File: config.mk
export PLATFORM = sky130hd
export DESIGN_NAME = gearshift_solenoid_sequencer
export DESIGN_NICKNAME = d
export VERILOG_FILES = /design/src/hdl/gss_pkg.sv /design/src/hdl/gss_cfg.sv /design/src/hdl/gss_core.sv /design/src/hdl/gss_out_buf.sv /design/src/hdl/gearshift_solenoid_sequencer.sv
export SDC_FILE = /design/constraint.sdc
export NUM_CORES = 1
export LEC_CHECK = 0
export BUFFER_PORTS_ARGS = -buffer_cell sky130_fd_sc_hd__buf_2
export CELL_PAD_IN_SITES_DETAIL_PLACEMENT = 1
export CELL_PAD_IN_SITES_GLOBAL_PLACEMENT = 1
export CORE_ASPECT_RATIO = 0.75
export CORE_UTILIZATION = 44
export CTS_CLUSTER_SIZE = 8
export DETAILED_ROUTE_END_ITERATION = 8
export PLACE_DENSITY_LB_ADDON = 0.1
export SYNTH_ARGS = -nofsm -noshare
export SYNTH_HDL_FRONTEND = slang
export SYNTH_SLANG_ARGS = --single-unit
export TNS_END_PERCENT = 20
File: constraint.sdc
create_clock -name clk -period 5.9 [get_ports clk]
set_clock_uncertainty 0.1 [all_clocks]
set_input_delay 1.18 -clock clk [delete_from_list [all_inputs] [get_ports clk]]
set_output_delay 1.18 -clock clk [all_outputs]
set_load 0.02 [all_outputs]
File: src/hdl/gss_pkg.sv
package gss_pkg;

	// widths fixed by the item and register fields
	localparam int CFG_WIDTH   = 16;
	localparam int CFG_IDX_W   = 3;
	localparam int GEAR_W      = 3;
	localparam int SAMPLE_W    = 12;
	localparam int OPCODE_W    = 3;

	// defaults for the top level parameters
	localparam int TIMER_BITS_DEF = 16;
	localparam int GEAR_COUNT_DEF = 6;

	// highest sample that still decodes, and the largest number of gears decoded
	localparam logic [SAMPLE_W-1:0] SAMPLE_MAX = 12'd1023;
	localparam int                  GEAR_LIMIT = 6;

	// descending sensor thresholds, gear i lies between entries i and i+1
	localparam logic [SAMPLE_W-1:0] SENS_TABLE [7] = '{
		12'd1023, 12'd950, 12'd800, 12'd510, 12'd340, 12'd170, 12'd0
	};

	// configuration register indexes
	localparam logic [CFG_IDX_W-1:0] CFG_UP_CLUTCH   = 3'd0;
	localparam logic [CFG_IDX_W-1:0] CFG_UP_GEAR     = 3'd1;
	localparam logic [CFG_IDX_W-1:0] CFG_UP_CUT      = 3'd2;
	localparam logic [CFG_IDX_W-1:0] CFG_DOWN_CLUTCH = 3'd3;
	localparam logic [CFG_IDX_W-1:0] CFG_DOWN_GEAR   = 3'd4;
	localparam logic [CFG_IDX_W-1:0] CFG_NEUTRAL_WAIT = 3'd5;

	// configuration reset values
	localparam logic [CFG_WIDTH-1:0] UP_CLUTCH_RST    = 16'd50;
	localparam logic [CFG_WIDTH-1:0] UP_GEAR_RST      = 16'd100;
	localparam logic [CFG_WIDTH-1:0] UP_CUT_RST       = 16'd150;
	localparam logic [CFG_WIDTH-1:0] DOWN_CLUTCH_RST  = 16'd50;
	localparam logic [CFG_WIDTH-1:0] DOWN_GEAR_RST    = 16'd100;
	localparam logic [CFG_WIDTH-1:0] NEUTRAL_WAIT_RST = 16'd500;

	// bit positions of the solenoid drive word
	localparam int DRV_CUT    = 0;
	localparam int DRV_CLUTCH = 1;
	localparam int DRV_UP     = 2;
	localparam int DRV_DOWN   = 3;

	typedef enum logic [OPCODE_W-1:0] {
		OP_TICK       = 3'd0,
		OP_UP         = 3'd1,
		OP_DOWN       = 3'd2,
		OP_NEUTRAL    = 3'd3,
		OP_CLUTCH_ON  = 3'd4,
		OP_CLUTCH_OFF = 3'd5,
		OP_SAMPLE     = 3'd6
	} op_t;

	typedef enum logic [2:0] {
		PH_IDLE = 3'd0,
		PH_UP_A = 3'd1,
		PH_UP_B = 3'd2,
		PH_UP_C = 3'd3,
		PH_DN_A = 3'd4,
		PH_DN_B = 3'd5,
		PH_WAIT = 3'd6
	} phase_t;

	typedef struct packed {
		logic [CFG_WIDTH-1:0] up_clutch;
		logic [CFG_WIDTH-1:0] up_gear;
		logic [CFG_WIDTH-1:0] up_cut;
		logic [CFG_WIDTH-1:0] down_clutch;
		logic [CFG_WIDTH-1:0] down_gear;
		logic [CFG_WIDTH-1:0] neutral_wait;
	} cfg_t;

	// release and timeout conditions for one timer value
	typedef struct packed {
		logic up_clutch;
		logic up_gear;
		logic up_cut;
		logic down_clutch;
		logic down_gear;
		logic wait_out;
	} cmp_t;

	// sequencer state carried through the release chain
	typedef struct packed {
		phase_t      phase;
		logic        zero;
		logic [3:0]  drv;
		logic [GEAR_W-1:0] gear_before;
		logic [1:0]  fail_count;
		logic        neutral;
		logic        fail_flag;
		logic        done;
	} adv_t;

	// one result item
	typedef struct packed {
		logic              cut;
		logic              clutch;
		logic              up;
		logic              down;
		logic [GEAR_W-1:0] gear;
		logic              busy;
		logic              failed;
	} res_t;

	// sample to gear, lowest matching entry wins, out of range keeps the gear
	function automatic logic [GEAR_W-1:0] gear_decode(
		input logic [SAMPLE_W-1:0] s,
		input logic [GEAR_W-1:0]   cur,
		input int                  gear_count
	);
		logic [GEAR_W-1:0] g;
		g = cur;
		if (s <= SAMPLE_MAX) begin
			for (int i = GEAR_LIMIT - 1; i >= 0; i--) begin
				if (i < gear_count && SENS_TABLE[i] >= s && s >= SENS_TABLE[i+1]) begin
					g = GEAR_W'(i);
				end
			end
		end
		return g;
	endfunction

	// one release step of the sequencer; zero selects the restarted timer
	function automatic adv_t adv_step(
		input adv_t              a,
		input cmp_t              ct,
		input cmp_t              cz,
		input logic [GEAR_W-1:0] gear
	);
		adv_t n;
		cmp_t c;
		n = a;
		c = a.zero ? cz : ct;
		if (!a.done) begin
			unique case (a.phase)
				PH_UP_A: begin
					if (!c.up_clutch) begin
						n.done = 1'b1;
					end else begin
						n.drv[DRV_CLUTCH] = 1'b0;
						n.phase = PH_UP_B;
					end
				end
				PH_UP_B: begin
					if (!c.up_gear) begin
						n.done = 1'b1;
					end else begin
						n.drv[DRV_UP] = 1'b0;
						n.phase = PH_UP_C;
					end
				end
				PH_UP_C: begin
					if (c.up_cut) begin
						n.drv[DRV_CUT] = 1'b0;
						n.phase = PH_IDLE;
					end
					n.done = 1'b1;
				end
				PH_DN_A: begin
					if (!c.down_clutch) begin
						n.done = 1'b1;
					end else begin
						n.drv[DRV_CLUTCH] = 1'b0;
						n.phase = PH_DN_B;
					end
				end
				PH_DN_B: begin
					if (!c.down_gear) begin
						n.done = 1'b1;
					end else begin
						n.drv[DRV_DOWN] = 1'b0;
						if (a.neutral) begin
							n.phase = PH_WAIT;
							n.zero = 1'b1;
						end else begin
							n.phase = PH_IDLE;
							n.done = 1'b1;
						end
					end
				end
				PH_WAIT: begin
					if (gear != a.gear_before) begin
						if (gear == '0) begin
							n.phase = PH_IDLE;
							n.neutral = 1'b0;
							n.done = 1'b1;
						end else begin
							n.gear_before = gear;
							n.drv[DRV_CLUTCH] = 1'b1;
							n.drv[DRV_DOWN] = 1'b1;
							n.zero = 1'b1;
							n.phase = PH_DN_A;
						end
					end else if (!c.wait_out) begin
						n.done = 1'b1;
					end else begin
						n.fail_count = a.fail_count + 2'd1;
						if (n.fail_count == 2'd3) begin
							n.fail_flag = 1'b1;
							n.phase = PH_IDLE;
							n.neutral = 1'b0;
							n.done = 1'b1;
						end else begin
							n.gear_before = gear;
							n.drv[DRV_CLUTCH] = 1'b1;
							n.drv[DRV_DOWN] = 1'b1;
							n.zero = 1'b1;
							n.phase = PH_DN_A;
						end
					end
				end
				default: begin
					n.phase = PH_IDLE;
					n.done = 1'b1;
				end
			endcase
		end
		return n;
	endfunction

endpackage

File: src/hdl/gss_cfg.sv
module gss_cfg (
	input  logic                             clk,
	input  logic                             arst_n,
	input  logic                             cfg_we,
	input  logic [gss_pkg::CFG_IDX_W-1:0]    cfg_index,
	input  logic [gss_pkg::CFG_WIDTH-1:0]    cfg_wdata,
	output gss_pkg::cfg_t                    cfg
);

	gss_pkg::cfg_t cfg_q;

	// register file, writes beyond the list are dropped
	always_ff @(posedge clk or negedge arst_n) begin
		if (!arst_n) begin
			cfg_q.up_clutch    <= gss_pkg::UP_CLUTCH_RST;
			cfg_q.up_gear      <= gss_pkg::UP_GEAR_RST;
			cfg_q.up_cut       <= gss_pkg::UP_CUT_RST;
			cfg_q.down_clutch  <= gss_pkg::DOWN_CLUTCH_RST;
			cfg_q.down_gear    <= gss_pkg::DOWN_GEAR_RST;
			cfg_q.neutral_wait <= gss_pkg::NEUTRAL_WAIT_RST;
		end else if (cfg_we) begin
			unique case (cfg_index)
				gss_pkg::CFG_UP_CLUTCH:    cfg_q.up_clutch    <= cfg_wdata;
				gss_pkg::CFG_UP_GEAR:      cfg_q.up_gear      <= cfg_wdata;
				gss_pkg::CFG_UP_CUT:       cfg_q.up_cut       <= cfg_wdata;
				gss_pkg::CFG_DOWN_CLUTCH:  cfg_q.down_clutch  <= cfg_wdata;
				gss_pkg::CFG_DOWN_GEAR:    cfg_q.down_gear    <= cfg_wdata;
				gss_pkg::CFG_NEUTRAL_WAIT: cfg_q.neutral_wait <= cfg_wdata;
				default: begin
				end
			endcase
		end
	end

	assign cfg = cfg_q;

endmodule

File: src/hdl/gss_core.sv
module gss_core #(
	parameter int TIMER_BITS = gss_pkg::TIMER_BITS_DEF,
	parameter int GEAR_COUNT = gss_pkg::GEAR_COUNT_DEF
) (
	input  logic                            clk,
	input  logic                            arst_n,
	input  logic                            acc,
	input  logic [gss_pkg::OPCODE_W-1:0]    opcode,
	input  logic [gss_pkg::SAMPLE_W-1:0]    sensor_sample,
	input  gss_pkg::cfg_t                   cfg,
	output gss_pkg::res_t                   res
);

	// compare width covers both the timer and the 16-bit registers
	localparam int CW = (TIMER_BITS > gss_pkg::CFG_WIDTH) ? TIMER_BITS : gss_pkg::CFG_WIDTH;
	localparam logic [TIMER_BITS-1:0] TMAX = {TIMER_BITS{1'b1}};
	// longest release chain: two downshift passes around a wait
	localparam int STEPS = 6;

	gss_pkg::phase_t           phase_q;
	logic [TIMER_BITS-1:0]     phase_timer_q;
	logic [gss_pkg::GEAR_W-1:0] gear_q;
	logic [gss_pkg::GEAR_W-1:0] gear_before_q;
	logic [1:0]                fail_count_q;
	logic                      neutral_q;
	logic                      fail_flag_q;
	logic [3:0]                drv_q;

	logic [TIMER_BITS-1:0]     t_step;
	logic [TIMER_BITS-1:0]     timer_nx;
	logic [gss_pkg::GEAR_W-1:0] gear_nx;
	logic                      idle;
	logic [CW-1:0]             t_ext;
	logic                      t_full;
	gss_pkg::adv_t             start;
	gss_pkg::adv_t             chain [STEPS+1];
	gss_pkg::adv_t             fin;
	gss_pkg::cmp_t             ct;
	gss_pkg::cmp_t             cz;

	assign idle = (phase_q == gss_pkg::PH_IDLE);

	// command decode, tick and sample handling
	always_comb begin
		t_step = phase_timer_q;
		gear_nx = gear_q;
		start.phase = phase_q;
		start.zero = 1'b0;
		start.drv = drv_q;
		start.gear_before = gear_before_q;
		start.fail_count = fail_count_q;
		start.neutral = neutral_q;
		start.fail_flag = fail_flag_q;
		start.done = 1'b0;
		unique case (gss_pkg::op_t'(opcode))
			gss_pkg::OP_TICK: begin
				if (!idle && phase_timer_q != TMAX) begin
					t_step = phase_timer_q + TIMER_BITS'(1);
				end
			end
			gss_pkg::OP_UP: begin
				if (idle) begin
					start.drv[gss_pkg::DRV_CUT] = 1'b1;
					start.drv[gss_pkg::DRV_CLUTCH] = 1'b1;
					start.drv[gss_pkg::DRV_UP] = 1'b1;
					start.zero = 1'b1;
					start.phase = gss_pkg::PH_UP_A;
				end
			end
			gss_pkg::OP_DOWN: begin
				if (idle) begin
					start.neutral = 1'b0;
					start.drv[gss_pkg::DRV_CLUTCH] = 1'b1;
					start.drv[gss_pkg::DRV_DOWN] = 1'b1;
					start.zero = 1'b1;
					start.phase = gss_pkg::PH_DN_A;
				end
			end
			gss_pkg::OP_NEUTRAL: begin
				if (idle && gear_q != '0) begin
					start.neutral = 1'b1;
					start.fail_count = 2'd0;
					start.fail_flag = 1'b0;
					start.gear_before = gear_q;
					start.drv[gss_pkg::DRV_CLUTCH] = 1'b1;
					start.drv[gss_pkg::DRV_DOWN] = 1'b1;
					start.zero = 1'b1;
					start.phase = gss_pkg::PH_DN_A;
				end
			end
			gss_pkg::OP_CLUTCH_ON:  start.drv[gss_pkg::DRV_CLUTCH] = 1'b1;
			gss_pkg::OP_CLUTCH_OFF: start.drv[gss_pkg::DRV_CLUTCH] = 1'b0;
			gss_pkg::OP_SAMPLE: begin
				gear_nx = gss_pkg::gear_decode(sensor_sample, gear_q, GEAR_COUNT);
			end
			default: begin
			end
		endcase
	end

	// release and timeout compares, a full timer meets every clamped threshold
	assign t_ext = CW'(t_step);
	assign t_full = (t_step == TMAX);
	assign ct.up_clutch   = (t_ext >= CW'(cfg.up_clutch)) || t_full;
	assign ct.up_gear     = (t_ext >= CW'(cfg.up_gear)) || t_full;
	assign ct.up_cut      = (t_ext >= CW'(cfg.up_cut)) || t_full;
	assign ct.down_clutch = (t_ext >= CW'(cfg.down_clutch)) || t_full;
	assign ct.down_gear   = (t_ext >= CW'(cfg.down_gear)) || t_full;
	assign ct.wait_out    = (t_ext > CW'(cfg.neutral_wait)) || t_full;

	// same compares with a freshly restarted timer
	assign cz.up_clutch   = (cfg.up_clutch == '0);
	assign cz.up_gear     = (cfg.up_gear == '0);
	assign cz.up_cut      = (cfg.up_cut == '0);
	assign cz.down_clutch = (cfg.down_clutch == '0);
	assign cz.down_gear   = (cfg.down_gear == '0);
	assign cz.wait_out    = 1'b0;

	// release chain, each stage one phase step
	always_comb begin
		chain[0] = start;
		for (int i = 0; i < STEPS; i++) begin
			chain[i+1] = gss_pkg::adv_step(chain[i], ct, cz, gear_nx);
		end
	end

	assign fin = chain[STEPS];
	assign timer_nx = fin.zero ? '0 : t_step;

	// sequencer state
	always_ff @(posedge clk or negedge arst_n) begin
		if (!arst_n) begin
			phase_q <= gss_pkg::PH_IDLE;
			phase_timer_q <= '0;
			gear_q <= '0;
			gear_before_q <= '0;
			fail_count_q <= '0;
			neutral_q <= 1'b0;
			fail_flag_q <= 1'b0;
			drv_q <= '0;
		end else if (acc) begin
			phase_q <= fin.phase;
			phase_timer_q <= timer_nx;
			gear_q <= gear_nx;
			gear_before_q <= fin.gear_before;
			fail_count_q <= fin.fail_count;
			neutral_q <= fin.neutral;
			fail_flag_q <= fin.fail_flag;
			drv_q <= fin.drv;
		end
	end

	// result of this transfer, the state after the step
	assign res.cut = fin.drv[gss_pkg::DRV_CUT];
	assign res.clutch = fin.drv[gss_pkg::DRV_CLUTCH];
	assign res.up = fin.drv[gss_pkg::DRV_UP];
	assign res.down = fin.drv[gss_pkg::DRV_DOWN];
	assign res.gear = gear_nx;
	assign res.busy = (fin.phase != gss_pkg::PH_IDLE);
	assign res.failed = fin.fail_flag;

`ifndef SYNTHESIS
	a_idle_not_neutral: assert property (@(posedge clk) disable iff (!arst_n)
		phase_q == gss_pkg::PH_IDLE |-> !neutral_q)
		else $error("auto-neutral mode left on while idle");

	a_down_only_in_down: assert property (@(posedge clk) disable iff (!arst_n)
		drv_q[gss_pkg::DRV_DOWN] |-> (phase_q == gss_pkg::PH_DN_A || phase_q == gss_pkg::PH_DN_B))
		else $error("down solenoid on outside a downshift");

	a_up_only_in_up: assert property (@(posedge clk) disable iff (!arst_n)
		drv_q[gss_pkg::DRV_UP] |-> (phase_q == gss_pkg::PH_UP_A || phase_q == gss_pkg::PH_UP_B))
		else $error("up solenoid on outside an upshift");

	a_fail_count_bound: assert property (@(posedge clk) disable iff (!arst_n)
		fail_count_q == 2'd3 |-> fail_flag_q)
		else $error("failure count at three without the give-up flag");

	a_timer_idle_hold: assert property (@(posedge clk) disable iff (!arst_n)
		acc && phase_q == gss_pkg::PH_IDLE && opcode == gss_pkg::OP_TICK
		|=> $stable(phase_timer_q))
		else $error("timer moved on an idle tick");
`endif

endmodule

File: src/hdl/gss_out_buf.sv
module gss_out_buf (
	input  logic          clk,
	input  logic          arst_n,
	input  logic          push,
	input  gss_pkg::res_t push_data,
	output logic          full,
	output logic          out_valid,
	input  logic          out_stall,
	output gss_pkg::res_t out_data
);

	logic          main_valid_q;
	gss_pkg::res_t main_q;
	logic          spare_valid_q;
	gss_pkg::res_t spare_q;
	logic          pop;

	assign pop = main_valid_q && !out_stall;
	assign full = spare_valid_q;

	// output register with a skid entry behind it
	always_ff @(posedge clk or negedge arst_n) begin
		if (!arst_n) begin
			main_valid_q <= 1'b0;
			spare_valid_q <= 1'b0;
		end else if (!main_valid_q || pop) begin
			if (spare_valid_q) begin
				main_valid_q <= 1'b1;
				spare_valid_q <= 1'b0;
			end else begin
				main_valid_q <= push;
			end
		end else if (push) begin
			spare_valid_q <= 1'b1;
		end
	end

	// payload, no reset
	always_ff @(posedge clk) begin
		if (!main_valid_q || pop) begin
			main_q <= spare_valid_q ? spare_q : push_data;
		end else if (push) begin
			spare_q <= push_data;
		end
	end

	assign out_valid = main_valid_q;
	assign out_data = main_q;

`ifndef SYNTHESIS
	a_spare_behind_main: assert property (@(posedge clk) disable iff (!arst_n)
		spare_valid_q |-> main_valid_q)
		else $error("skid entry held with an empty output register");

	a_skid_fill: assert property (@(posedge clk) disable iff (!arst_n)
		main_valid_q && out_stall && push |=> spare_valid_q)
		else $error("transfer lost while output stalled");

	a_skid_drain: assert property (@(posedge clk) disable iff (!arst_n)
		spare_valid_q && !out_stall |=> main_q == $past(spare_q))
		else $error("skid entry not moved to the output");
`endif

endmodule

File: src/hdl/gearshift_solenoid_sequencer.sv
// a result is registered in the output register, or in the skid entry behind it while the output stalls
// throughput: one item per cycle while in_stall is low; the state update and its release chain
//   are combinational between the state registers and the output register
// a two-entry output buffer keeps taking items while one result waits
// reset: arst_n clears the sequencer to idle, gear neutral, all drives off,
//   and loads the default phase times
module gearshift_solenoid_sequencer #(
	parameter int TIMER_BITS = gss_pkg::TIMER_BITS_DEF,
	parameter int GEAR_COUNT = gss_pkg::GEAR_COUNT_DEF
) (
	input  logic                            clk,
	input  logic                            arst_n,
	input  logic                            in_valid,
	output logic                            in_stall,
	input  logic [gss_pkg::OPCODE_W-1:0]    opcode,
	input  logic [gss_pkg::SAMPLE_W-1:0]    sensor_sample,
	output logic                            out_valid,
	input  logic                            out_stall,
	output logic                            cut_drive,
	output logic                            clutch_drive,
	output logic                            up_drive,
	output logic                            down_drive,
	output logic [gss_pkg::GEAR_W-1:0]      gear_now,
	output logic                            busy_res,
	output logic                            neutral_failed,
	input  logic                            cfg_we,
	input  logic [gss_pkg::CFG_IDX_W-1:0]   cfg_index,
	input  logic [gss_pkg::CFG_WIDTH-1:0]   cfg_wdata
);

	gss_pkg::cfg_t cfg;
	gss_pkg::res_t res;
	gss_pkg::res_t out_data;
	logic          acc;
	logic          full;

	// input transfer
	assign in_stall = full;
	assign acc = in_valid && !full;

	gss_cfg u_cfg (
		.clk       (clk),
		.arst_n    (arst_n),
		.cfg_we    (cfg_we),
		.cfg_index (cfg_index),
		.cfg_wdata (cfg_wdata),
		.cfg       (cfg)
	);

	gss_core #(
		.TIMER_BITS (TIMER_BITS),
		.GEAR_COUNT (GEAR_COUNT)
	) u_core (
		.clk           (clk),
		.arst_n        (arst_n),
		.acc           (acc),
		.opcode        (opcode),
		.sensor_sample (sensor_sample),
		.cfg           (cfg),
		.res           (res)
	);

	gss_out_buf u_out_buf (
		.clk       (clk),
		.arst_n    (arst_n),
		.push      (acc),
		.push_data (res),
		.full      (full),
		.out_valid (out_valid),
		.out_stall (out_stall),
		.out_data  (out_data)
	);

	// result fields
	assign cut_drive = out_data.cut;
	assign clutch_drive = out_data.clutch;
	assign up_drive = out_data.up;
	assign down_drive = out_data.down;
	assign gear_now = out_data.gear;
	assign busy_res = out_data.busy;
	assign neutral_failed = out_data.failed;

endmodule
==> metrics.md, run 1 <==
| Metric | Value |
|---|---|
| Outcome | `finished, violations left` |
| Failing checks | `negative setup slack` |
| TritonRoute pass-1 iters | `5` |
| Worst-case reg-to-reg path depth | `25` |
| Seq/Total Area, Yosys | `35.3%` |
| Slowest CP cell | `a211oi_1` |
| Fmax | `0.153 GHz` |
| Ys Warns | `0` |
| Most frequent cells in the layout | `buf_4 (273), nand2_1 (158), o21ai_0 (119)` |
| Root buffer cell | `clkbuf_16` |
| Slew @ Worst Pin | `1.21 ns` |
| Core Rows | `49` |
| Die height | `138 um` |
| Synthesized Nets | `1,386` |
| WS Path Type | `in2reg` |
| Clock Path Buffers | `2` |
| Via/cell ratio | `6.27` |
| Most frequent CP cell | `buf_4` |
| Vias in the first global route | `12,302` |
| WL final | `50,200 um` |
| Pin count of the biggest net entering global routing | `93` |
| Post-DP HPWL | `34,000 um` |
| Final setup vio count | `14` |
| Leakage power | `0.00696 uW` |
| Mapped Cells | `1,253` |
| R2R Path Start | `u_core.phase_timer_q[11]` |
| Fin util | `62.6%` |
| RSZ-0062 raised after global routing | `true` |
| Post-route ant nets | `0` |
| Mapped Area | `10,900 um^2` |
| Max-cap check violation count | `0` |
| Clk_lat worst skew | `0.46 ns` |
| Hold Vio Cnt, Final | `0` |
| # IOs | `50` |
| Final nets | `1,703` |
| Setup WS pre-CTS | `-1.45 ns` |
| Share of cells above drive strength 1 | `35.8%` |
| HP Class | `reg2reg` |
| Max-slew violations | `0` |
| Num CTS Buffers | `17` |
| Setup ws final | `-0.646 ns` |
| Critical Path RT | `6.11 ns` |
| Area Growth Syn to Fin | `38.7%` |
| Post-Place Cells | `1,813` |
| Initial antenna violation count | `2` |
| Final TNS setup | `-5.95 ns` |
| Grt ovf | `0` |
| Setup crit start | `opcode[2]` |
| CTS tree | `done` |
| Syn Area/Cell | `8.68 um^2` |
| Initial DRC Count | `1,010` |
| Die Area | `25,400 um^2` |
| I/O Buffers | `49` |
| Ys async rst share | `87.9%` |
| Routed length on met3 | `4980 um` |
| RePlAce Congestion | `0.948` |
| DRC | `0` |
| Crit start category | `primary input` |
| Worst EP arrival | `6.76 ns` |
| First-pass GRT wire length | `74,000 um` |
| Core ar. | `24,100 um^2` |
| Delay-heaviest family, CP | `compound AO/OA/AOI/OAI gates` |
| Ys flop type | `dfrtp_1` |
| CP Capture Type | `register` |
| Maximum vdd drop | `0.000300 V` |
| R2r setup slk | `-0.54 ns` |
| CP bufs+invs | `6` |
| PwrDens | `363 nW/um^2` |
| CTS sink count | `149` |
| Rel. slew slack | `18.3%` |
| Most common cell after layout, fill and taps aside | `buf_4` |
| Die Span X | `184 um` |
| WP depth | `26` |
| Initial core utilization | `45.2%` |
| GRT Total Usage | `39.1%` |
| EDFF count, synth | `18` |
| Wire per inst | `26.2 um` |
| R2R Path End | `u_out_buf.out_data[5]` |
| DR top layer | `met4` |
| End of the critical path | `u_out_buf.out_data[5]` |
| Max stage delay on crit path | `0.51 ns` |
| Number of distinct library cells after synthesis | `90` |
| DRT met1 WL | `22,400 um` |
| Fin crit share | `111%` |
| H-tree depth | `4` |
| Clock-pin slew on the worst setup and hold paths | `0.07 ns` |
| Met2 wire len | `21,400 um` |
| FF+latch count, synth | `149` |
| Final Non-Filler Cells | `1,915` |
| Min cycle time layout | `6.55 ns` |
| Max Fanout on Critical Path | `6` |
| Vias | `12,003` |
-- kinds of logic (layout without fill, tap and decap cells) --
kind of cell,after synthesis,after routing,synth area share (%)
xor+xnor,15,15,1.33
compound gates,344,344,20.8
flops,149,149,35.3
mux,51,51,5.28
buf+inv,156,486,5.58
fa+ha+maj,94,94,10.8
other cells,0,1,0
simple gates,444,444,20.9
-- sequential cells by signal, indices dropped and copies added (netlist names) --
signal                count
u_out_buf.out_valid       1
u_core.drv_q              4
u_core.gear_before_q      3
u_out_buf.out_data        9
u_out_buf.spare_q         9
u_out_buf.full            1
u_core.neutral_q          1
u_core.phase_q            3
u_core.gear_q             3
u_core.phase_timer_q     16
u_core.fail_count_q       2
u_cfg.cfg                96
u_core.fail_flag_q        1
-- report_power, final --
group / internal [uW] / switching (uW) / total, uW
Sequential: 1290 / 164 / 1450
Clock: 749 / 494 / 1240
Combinational: 1170 / 1610 / 2780
-- cell usage after synthesis, types with 24 or more instances --
cell / count / share of area [%]
mux2_2: 45 / 4.7
nand2_1: 163 / 5.6
nor3_1: 31 / 1.4
nand3_1: 24 / 1.1
dfrtp_1: 109 / 25
inv_1: 114 / 3.9
nor2_1: 71 / 2.4
o21ai_0: 133 / 6.1
a21oi_1: 49 / 2.3
clkbuf_1: 34 / 1.2
ha_1: 94 / 11
nor4_1: 27 / 1.6
nand4_1: 26 / 1.5
-- layer usage --
layer,GRT usage [%],vias to the layer above
li1,-,5240
met1,55.4,6047
met2,56.0,584
met3,12.5,132
met4,12.8,0
met5,0,-
-- stage by stage --
step	hold WS (ns)	total power, uW	area, um^2
2_1_floorplan	0.346	2710	11100
3_3_place_gp	0.364	3750	13300
3_5_place_dp	0.365	3810	13300
4_1_cts	0.382	5180	14500
5_1_grt	0.415	5690	15100
6_report	0.395	5480	15100
-- worst register-to-register path, stage by stage, from the launching register on --
cell	delay, ns
dfrtp_1	0.44
nand4_1	0.22
buf_4	0.22
nor2_1	0.54
nand4_1	0.27
mux2i_2	0.29
inv_2	0.10
buf_4	0.17
ha_1	0.29
nand4_1	0.07
nor2_1	0.09
a221oi_1	0.26
and3_1	0.23
o311ai_1	0.14
a22o_1	0.28
buf_4	0.16
or3_4	0.38
and3_4	0.17
buf_4	0.15
or4_4	0.55
and3_4	0.20
o21ai_2	0.07
a21boi_2	0.10
or4_1	0.40
a32o_2	0.28
o21ai_2	0.10
-- area by class of cell --
class | instances | area [um^2]
diodes | 1 | 2.50
clock buffers | 19 | 433
clock inverters | 13 | 204
fillers | 2822 | 9010
inverters | 114 | 428
multi-input cells | 948 | 7190
flip-flops and latches | 149 | 3850
well taps | 331 | 414
repair buffers | 340 | 2570
-- timing repair --
| action | 4_1_cts | 5_1_grt |
|---|---|---|
| buffers inserted | 52 | 28 |
| resized for setup | 43 | 82 |
| setup endpoints to repair | 20 | 37 |
| cloned | 0 | 0 |
| hold buffers | 0 | 0 |
| endpoints found under the hold margin | 0 | 0 |
| pin swaps | 25 | 44 |
-- worst min-delay path by stage --
stage / end / startpoint / slack (ns) / cells past startpoint
2_1_floorplan: u_core.fail_count_q[1] / u_core.fail_count_q[1] / 0.35 / 2
3_3_place_gp: u_core.drv_q[0] / u_core.drv_q[0] / 0.36 / 2
3_5_place_dp: u_core.fail_count_q[1] / u_core.fail_count_q[1] / 0.37 / 2
4_1_cts: u_core.fail_count_q[1] / u_core.fail_count_q[1] / 0.38 / 2
5_1_grt: u_core.fail_flag_q / u_core.fail_flag_q / 0.42 / 2
6_report: u_core.neutral_q / u_core.neutral_q / 0.40 / 2
Note: power is estimated with default switching activity, not from simulation.
==> run 2, diff against run 1 <==
--- a/config.mk
+++ b/config.mk
@@ -9,11 +9,13 @@
 export CELL_PAD_IN_SITES_DETAIL_PLACEMENT = 1
 export CELL_PAD_IN_SITES_GLOBAL_PLACEMENT = 1
 export CORE_ASPECT_RATIO = 0.75
-export CORE_UTILIZATION = 44
+export CORE_MARGIN = 2
+export CORE_UTILIZATION = 45
 export CTS_CLUSTER_SIZE = 8
 export DETAILED_ROUTE_END_ITERATION = 8
 export PLACE_DENSITY_LB_ADDON = 0.1
 export SYNTH_ARGS = -nofsm -noshare
 export SYNTH_HDL_FRONTEND = slang
+export SYNTH_HIERARCHICAL = 1
 export SYNTH_SLANG_ARGS = --single-unit
 export TNS_END_PERCENT = 20
==> run 2 against run 1 <==
Net effect: the flow still finishes with violations (negative setup slack); sequential power up 7%; fmax decreased by 6.1%; flip-flop and latch count did not move; synthesized cell count is 8.6% lower; worst hold slack better by 0.014 ns.
==> metrics.md, run 2 <==
| Metric | Value |
|---|---|
| Outcome | `finished, violations left` |
| Failing checks | `negative setup slack` |
| Area contributors post-synth | `dfrtp_1 (25%), mux2_2 (11%), ha_1 (11%)` |
| Max Fanout on Critical Path | `4 (-2)` |
| Synthesized Nets | `1,278 (-7.8%)` |
| TritonRoute pass-1 iters | `5 (unchanged)` |
| Pin count of the biggest net entering global routing | `87 (-6.5%)` |
| Number of distinct library cells after synthesis | `103 (+14%)` |
| FF/Latch Area | `3850 um^2 (about the same)` |
| Post-route ant nets | `0 (unchanged)` |
| Num CTS Buffers | `17 (unchanged)` |
| I/O Buffers | `49 (unchanged)` |
| Clock Path Buffers | `2 (unchanged)` |
| HP Class | `reg2reg` |
| WS Path Type | `in2reg` |
| Core ar. | `24,100 um^2 (unchanged)` |
| CTS sink count | `149 (unchanged)` |
| Int Power | `4080 uW (+27%)` |
| Ys flop type | `dfrtp_1` |
| Most frequent cells in the layout | `buf_4 (223), inv_1 (116), dfrtp_1 (109)` |
| Ys async rst share | `87.9% (unchanged)` |
| Final setup vio count | `36 (+22)` |
| Mapped Cells | `1,145 (-8.6%)` |
| Clock-pin slew on the worst setup and hold paths | `0.06 ns (about the same)` |
| Root buffer cell | `clkbuf_16` |
| Overall power | `7210 uW (+32%)` |
| Die Area | `25,900 um^2 (+2.3%)` |
| Clk_lat worst skew | `0.44 ns (-0.02 ns)` |
| Fmax | `0.143 GHz (-6.1%)` |
| Post-synth top cells | `inv_1 (117), dfrtp_1 (109), mux2_2 (107)` |
| R2r setup slk | `-0.69 ns (-0.15 ns)` |
| PwrDens | `493 nW/um^2 (+36%)` |
| Vias | `10,539 (-12%)` |
| Antenna cells | `0 (-1)` |
| Synth area leader | `dfrtp_1` |
| Die Span X | `185 um (+0.95%)` |
| RePlAce Congestion | `0.930 (-1.9%)` |
| Fin area | `14,600 um^2 (-3.0%)` |
| First-pass GRT wire length | `65,200 um (-12%)` |
| Sw Share | `43.4% (+2.0 points)` |
| Initial antenna violation count | `0 (-2)` |
| EDFF count, synth | `18 (unchanged)` |
| DP Area | `13,300 um^2 (about the same)` |
| Maximum vdd drop | `0.000232 V (-23%)` |
| Fin crit share | `118% (+7.2 points)` |
| Crit start category | `primary input` |
| CTS tree | `done` |
| Part of the power in combinational logic | `63.2% (+12 points)` |
| Ys Warns | `6 (+6)` |
| Clk pwr share | `15.3% (-7.4 points)` |
| Core Rows | `49 (unchanged)` |
| Die height | `140 um (+1.3%)` |
| Most common cell after layout, fill and taps aside | `buf_4` |
| Wire per inst | `24.0 um (-8.6%)` |
| CP Capture Type | `register` |
| Max-slew violations | `0 (unchanged)` |
| Post-synth top area share | `24.6% (-0.49 points)` |
| DRC | `0 (unchanged)` |
| # IOs | `50 (unchanged)` |
| Critical Path RT | `5.99 ns (-0.12 ns)` |
| Worst-case hold slack | `0.409 ns (+0.0137 ns)` |
| Max FFs per register | `96 (unchanged)` |
| Min cycle time layout | `6.97 ns (+0.427 ns)` |
| RSZ-0062 raised after global routing | `true` |
| GRT Total Usage | `33.4% (-5.7 points)` |
| WL final | `42,100 um (-16%)` |
| Hold_buf cts | `0 (unchanged)` |
| Initial core utilization | `46.1% (+0.89 points)` |
| Slew @ Worst Pin | `1.38 ns (+0.169 ns)` |
| Via/cell ratio | `6.01 (-4.2%)` |
| Multi-input gate area | `7210 um^2 (+0.24%)` |
| Setup ws final | `-1.07 ns (-0.427 ns)` |
| Sequential power share | `21.5% (-5.0 points)` |
| Seq/Total Area, Yosys | `34.7% (-0.69 points)` |
| FF+latch count, synth | `149 (unchanged)` |
| Initial DRC Count | `863 (-15%)` |
| Max-cap check violation count | `0 (unchanged)` |
| Final nets | `1,544 (-9.3%)` |
| Worst EP arrival | `7.06 ns (+0.30 ns)` |
| Share of cells above drive strength 1 | `40.7% (+4.9 points)` |
| Mapped Area | `11,100 um^2 (+2.0%)` |
| NetSw | `3130 uW (+38%)` |
| Most frequent cell after synthesis | `inv_1` |
| Vias in the first global route | `11,133 (-9.5%)` |
| Post-DP HPWL | `32,100 um (-5.5%)` |
| Hold Vio Cnt, Final | `0 (unchanged)` |
| Syn Area/Cell | `9.69 um^2 (+12%)` |
| Rel. slew slack | `7.41% (-11 points)` |
| Leakage power | `0.00670 uW (-3.9%)` |
| Area Growth Syn to Fin | `31.9%` |
| H-tree depth | `4 (unchanged)` |
| Grt ovf | `0 (unchanged)` |
| Fill cells | `2,717 (-3.7%)` |
==> run 2: cell families (layout without fill, tap and decap cells) <==
logic type	Yosys count	count (layout)	synth area share, %
AO/OA/AOI/OAI	261	261	16.6
buffers and inverters	157	436	6.34
multiplexers	130	130	13.4
adder cells (fa/ha/maj)	94	94	10.6
AND/OR/NAND/NOR	335	335	16.8
XOR/XNOR	19	19	1.62
flip-flops	149	149	34.7
==> run 2: path summary, 6_finish.rpt <==
| check | to | cells past startpoint | from |
|---|---|---|---|
| worst max-delay path | u_out_buf/out_data[5] | 23 | opcode[1] |
| worst min-delay path | u_cfg/cfg[1] | 1 | u_cfg/cfg[1] |
| worst max register to register | u_out_buf/out_data[5] | 24 | u_core/phase_timer_q[13] |
| worst min register to register | u_cfg/cfg[1] | 1 | u_cfg/cfg[1] |
| max in group asynchronous | u_core/phase_timer_q[7] | 2 | arst_n |
| min in group asynchronous | u_cfg/cfg[41] | 1 | arst_n |
==> run 2: cell type report <==
class	instances	share of cell area, %
clock inverters	13	0.812
clock buffers	19	3.17
multi-input cells	839	49.2
inverters	117	3.02
repair buffers	287	14.7
well taps	331	2.83
flip-flops and latches	149	26.3
==> run 2: metal layers <==
metal	vias up	routed length, um	global-route usage (%)
li1	4780	-	-
met1	5364	20900	51.5
met2	357	17400	47.3
met3	38	3230	7.75
met4	0	486	6.47
met5	-	0	0
==> run 2: worst max-delay path: stages <==
cell      delay (ns)
buf_6           0.09
or3_4           0.41
or4_4           0.58
nor3_4          0.20
or4b_4          0.52
xnor2_4         0.16
ha_4            0.27
nand4_1         0.17
nor4_2          0.38
a221o_1         0.27
a311oi_4        0.07
a31oi_4         0.20
buf_4           0.15
o21ba_4         0.15
nor3_4          0.06
o31ai_4         0.24
mux2_4          0.34
or3_4           0.38
a221oi_4        0.33
nor3b_4         0.29
and4b_4         0.29
nor3_2          0.06
mux2_4          0.27
==> run 2: power by group through the flow <==
stage | sequential [uW] | clock (uW) | combinational [uW]
6_report | 1550 | 1100 | 4560
5_1_grt | 1580 | 1160 | 4870
4_1_cts | 1540 | 1130 | 4260
3_5_place_dp | 1560 | 0 | 3820
3_3_place_gp | 1540 | 0 | 3730
2_1_floorplan | 1520 | 0 | 2050
==> run 2: repair_timing <==
action	in CTS	in global routing
resized for setup	81	51
buffers inserted	10	6
setup endpoints to repair	36	36
pin swaps	29	11
==> run 2: through the flow <==
step	cells	worst slack [ns]	utilization (%)	setup TNS, ns
CTS	1750	-0.881	59.6	-10.08
detailed placement	1708	-1.87	55.3	-38.38
global route	1755	-1.20	60.7	-21.41
global placement	1708	-1.84	55.3	-35.22
finish	1755	-1.07	60.7	-17.06
floorplan	1145	-1.24	-	-14.58
==> run 3, diff against run 2 <==
--- a/config.mk
+++ b/config.mk
@@ -10,12 +10,11 @@
 export CELL_PAD_IN_SITES_GLOBAL_PLACEMENT = 1
 export CORE_ASPECT_RATIO = 0.75
 export CORE_MARGIN = 2
-export CORE_UTILIZATION = 45
+export CORE_UTILIZATION = 44
 export CTS_CLUSTER_SIZE = 8
 export DETAILED_ROUTE_END_ITERATION = 8
 export PLACE_DENSITY_LB_ADDON = 0.1
 export SYNTH_ARGS = -nofsm -noshare
 export SYNTH_HDL_FRONTEND = slang
-export SYNTH_HIERARCHICAL = 1
 export SYNTH_SLANG_ARGS = --single-unit
 export TNS_END_PERCENT = 20
==> run 3 against run 2 <==
Net effect: the flow still finishes with violations (negative setup slack); critical path depth grew 1; global-route usage grew 2.8 points; sequential share of layout area shrank 0.73 points; critical endpoint is now u_out_buf.out_data[5].
==> metrics.md, run 3 (synthesized netlist as in run 1, its figures left out) <==
| Metric | Value |
|---|---|
| Outcome | `finished, violations left` |
| Failing checks | `negative setup slack` |
| CP bufs+invs | `5 (+3)` |
| DRC | `0 (unchanged)` |
| # IOs | `50 (unchanged)` |
| Critical Path RT | `6.11 ns (+0.12 ns)` |
| CTS sink count | `149 (unchanged)` |
| Clk_lat worst skew | `0.46 ns (+0.02 ns)` |
| Rel. slew slack | `13.5% (+6.1 points)` |
| Setup crit start | `opcode[2]` |
| Hold_sp | `u_core.fail_count_q[0]` |
| Clock-pin slew on the worst setup and hold paths | `0.06 ns (about the same)` |
| Max-slew violations | `0 (unchanged)` |
| RePlAce Congestion | `0.981 (+5.5%)` |
| WS Path Type | `in2reg` |
| CP cell instances | `buf_6 -> or3_4 -> nor4_4 -> buf_6 -> nand2_1 -> buf_4 -> o21ai_4 -> buf_6 -> ha_1 -> nand4_1 -> nor2_1 -> buf_4 -> a221oi_2 -> and3_1 -> o311ai_2 -> a22o_1 -> nor3b_2 -> or4_4 -> a21oi_4 -> o21bai_4 -> mux2_4 -> or4_1 -> a32o_2 -> o21ai_2` |
| Pin count of the biggest net entering global routing | `76 (-13%)` |
| Met2 wire len | `20,700 um (+19%)` |
| Final TNS setup | `-5.09 ns (+11.98 ns)` |
| Fmax | `0.155 GHz (+8.4%)` |
| Final nets | `1,686 (+9.2%)` |
| Overall power | `5470 uW (-24%)` |
| CTS tree | `done` |
| Most common cell after layout, fill and taps aside | `buf_4` |
| Hold Vio Cnt, Final | `0 (unchanged)` |
| Max stage delay on crit path | `0.56 ns (-0.02 ns)` |
| HP Class | `reg2reg` |
| I/O Buffers | `49 (unchanged)` |
| DRT met1 WL | `22,000 um (+5.4%)` |
| Initial core utilization | `45.0% (-1.0 points)` |
| Area Growth Syn to Fin | `38.3%` |
| DR top layer | `met5` |
| Most frequent CP cell | `buf_6` |
| Fin crit share | `109% (-9.1 points)` |
| Post-route ant nets | `0 (unchanged)` |
| PwrDens | `363 nW/um^2 (-26%)` |
| Num CTS Buffers | `17 (unchanged)` |
| First-pass GRT wire length | `70,500 um (+8.2%)` |
| Max FFs per register | `96 (unchanged)` |
| Max-cap check violation count | `0 (unchanged)` |
| Grt ovf | `0 (unchanged)` |
| Slowest CP cell | `or4_4` |
| Routed length on met3 | `4610 um (+43%)` |
| Slew @ Worst Pin | `1.29 ns (-0.0918 ns)` |
| Die Area | `26,000 um^2 (+0.28%)` |
| Leakage power | `0.00686 uW (+2.5%)` |
| Core Rows | `49 (unchanged)` |
| CP Capture Type | `register` |
| TritonRoute pass-1 iters | `5 (unchanged)` |
| Wire per inst | `25.5 um (+6.5%)` |
| Die height | `140 um (+0.14%)` |
| H-tree depth | `4 (unchanged)` |
| Post-DP HPWL | `33,400 um (+4.1%)` |
| Initial DRC Count | `1,177 (+36%)` |
| GRT Total Usage | `36.2% (+2.8 points)` |
| Max Fanout on Critical Path | `8 (+4)` |
| Final setup vio count | `18 (-50%)` |
| R2R Path Start | `u_core.phase_timer_q[1]` |
| Die Span X | `186 um (+0.14%)` |
| Most frequent cells in the layout | `buf_4 (257), nand2_1 (161), o21ai_0 (121)` |
| Vias in the first global route | `11,801 (+6.0%)` |
| Delay-heaviest family, CP | `simple AND/OR/NAND/NOR gates` |
| Clock Path Buffers | `2 (unchanged)` |
| WL final | `48,500 um (+15%)` |
| Core ar. | `24,200 um^2 (+0.25%)` |
| Setup ws final | `-0.535 ns (+0.537 ns)` |
| Min cycle time layout | `6.44 ns (-0.537 ns)` |
| RSZ-0062 raised after global routing | `true` |
| Root buffer cell | `clkbuf_16` |
| Share of cells above drive strength 1 | `37.0% (-3.8 points)` |
| Hold_buf cts | `0 (unchanged)` |
| Maximum vdd drop | `0.000342 V (+48%)` |
| Initial antenna violation count | `2 (+2)` |
| Worst EP arrival | `6.64 ns (-0.42 ns)` |
| Vias | `11,695 (+11%)` |
| Via/cell ratio | `6.16 (+2.6%)` |
| Crit start category | `primary input` |
-- run 3: report_power, final --
group / leakage, uW / internal (uW) / switching [uW]
registers: 0.00177 / 1290 / 165
clock network: 0.000298 / 651 / 499
logic: 0.00480 / 1230 / 1630
-- run 3: layout make-up --
cell class	instances	area [um^2]
antenna	1	2.50
clock buffer	19	453
clock inverter	13	145
fill	2811	9100
inverter	114	428
multi-input combinational	948	7330
sequential	149	3850
tap	331	414
timing repair buffer	323	2430
-- run 3: worst paths after layout --
path                       slack (ns)  cells after the start                      end
hold / removal                   0.40                      2   u_core.fail_count_q[0]
hold reg to reg                  0.40                      2   u_core.fail_count_q[0]
setup reg to reg                -0.51                     29        u_core.phase_q[1]
setup / recovery                -0.54                     24    u_out_buf.out_data[5]
min in group asynchronous        0.64                      1            u_cfg.cfg[27]
max in group asynchronous        3.70                      2  u_core.phase_timer_q[3]
-- run 3: metal layers --
metal	track usage, %	vias up
met4	8.58	2
met2	52.4	532
li1	-	5206
met5	0	-
met3	10.6	90
met1	53.0	5865
-- run 3: through the flow --
step                      utilization (%)  setup WS [ns]  hold WS [ns]  cell area, um^2  std cells
final                                62.3         -0.535         0.400            15100       1898
after detailed placement             55.3          -1.31         0.377            13400       1817
after global placement               55.3          -1.14         0.362            13400       1817
after global routing                 62.3         -0.676         0.429            15100       1898
after CTS                            59.9         -0.245         0.401            14500       1877
after floorplan                         -         -0.286         0.346            11100       1253
-- run 3: worst register-to-register path, delay by kind of cell, from the launching register on --
family / cells / cell delay, ns
adder cells (fa/ha/maj): 2 / 0.53
buffers and inverters: 8 / 1.24
AND/OR/NAND/NOR: 11 / 2.44
AO/OA/AOI/OAI: 7 / 1.49
flip-flops: 1 / 0.36
XOR/XNOR: 1 / 0.15
-- run 3: repair_timing --
| action | CTS | global route |
|---|---|---|
| endpoints found under the setup margin | 12 | 21 |
| buffers inserted | 28 | 20 |
| pin swaps | 33 | 22 |
| resized for setup | 66 | 76 |
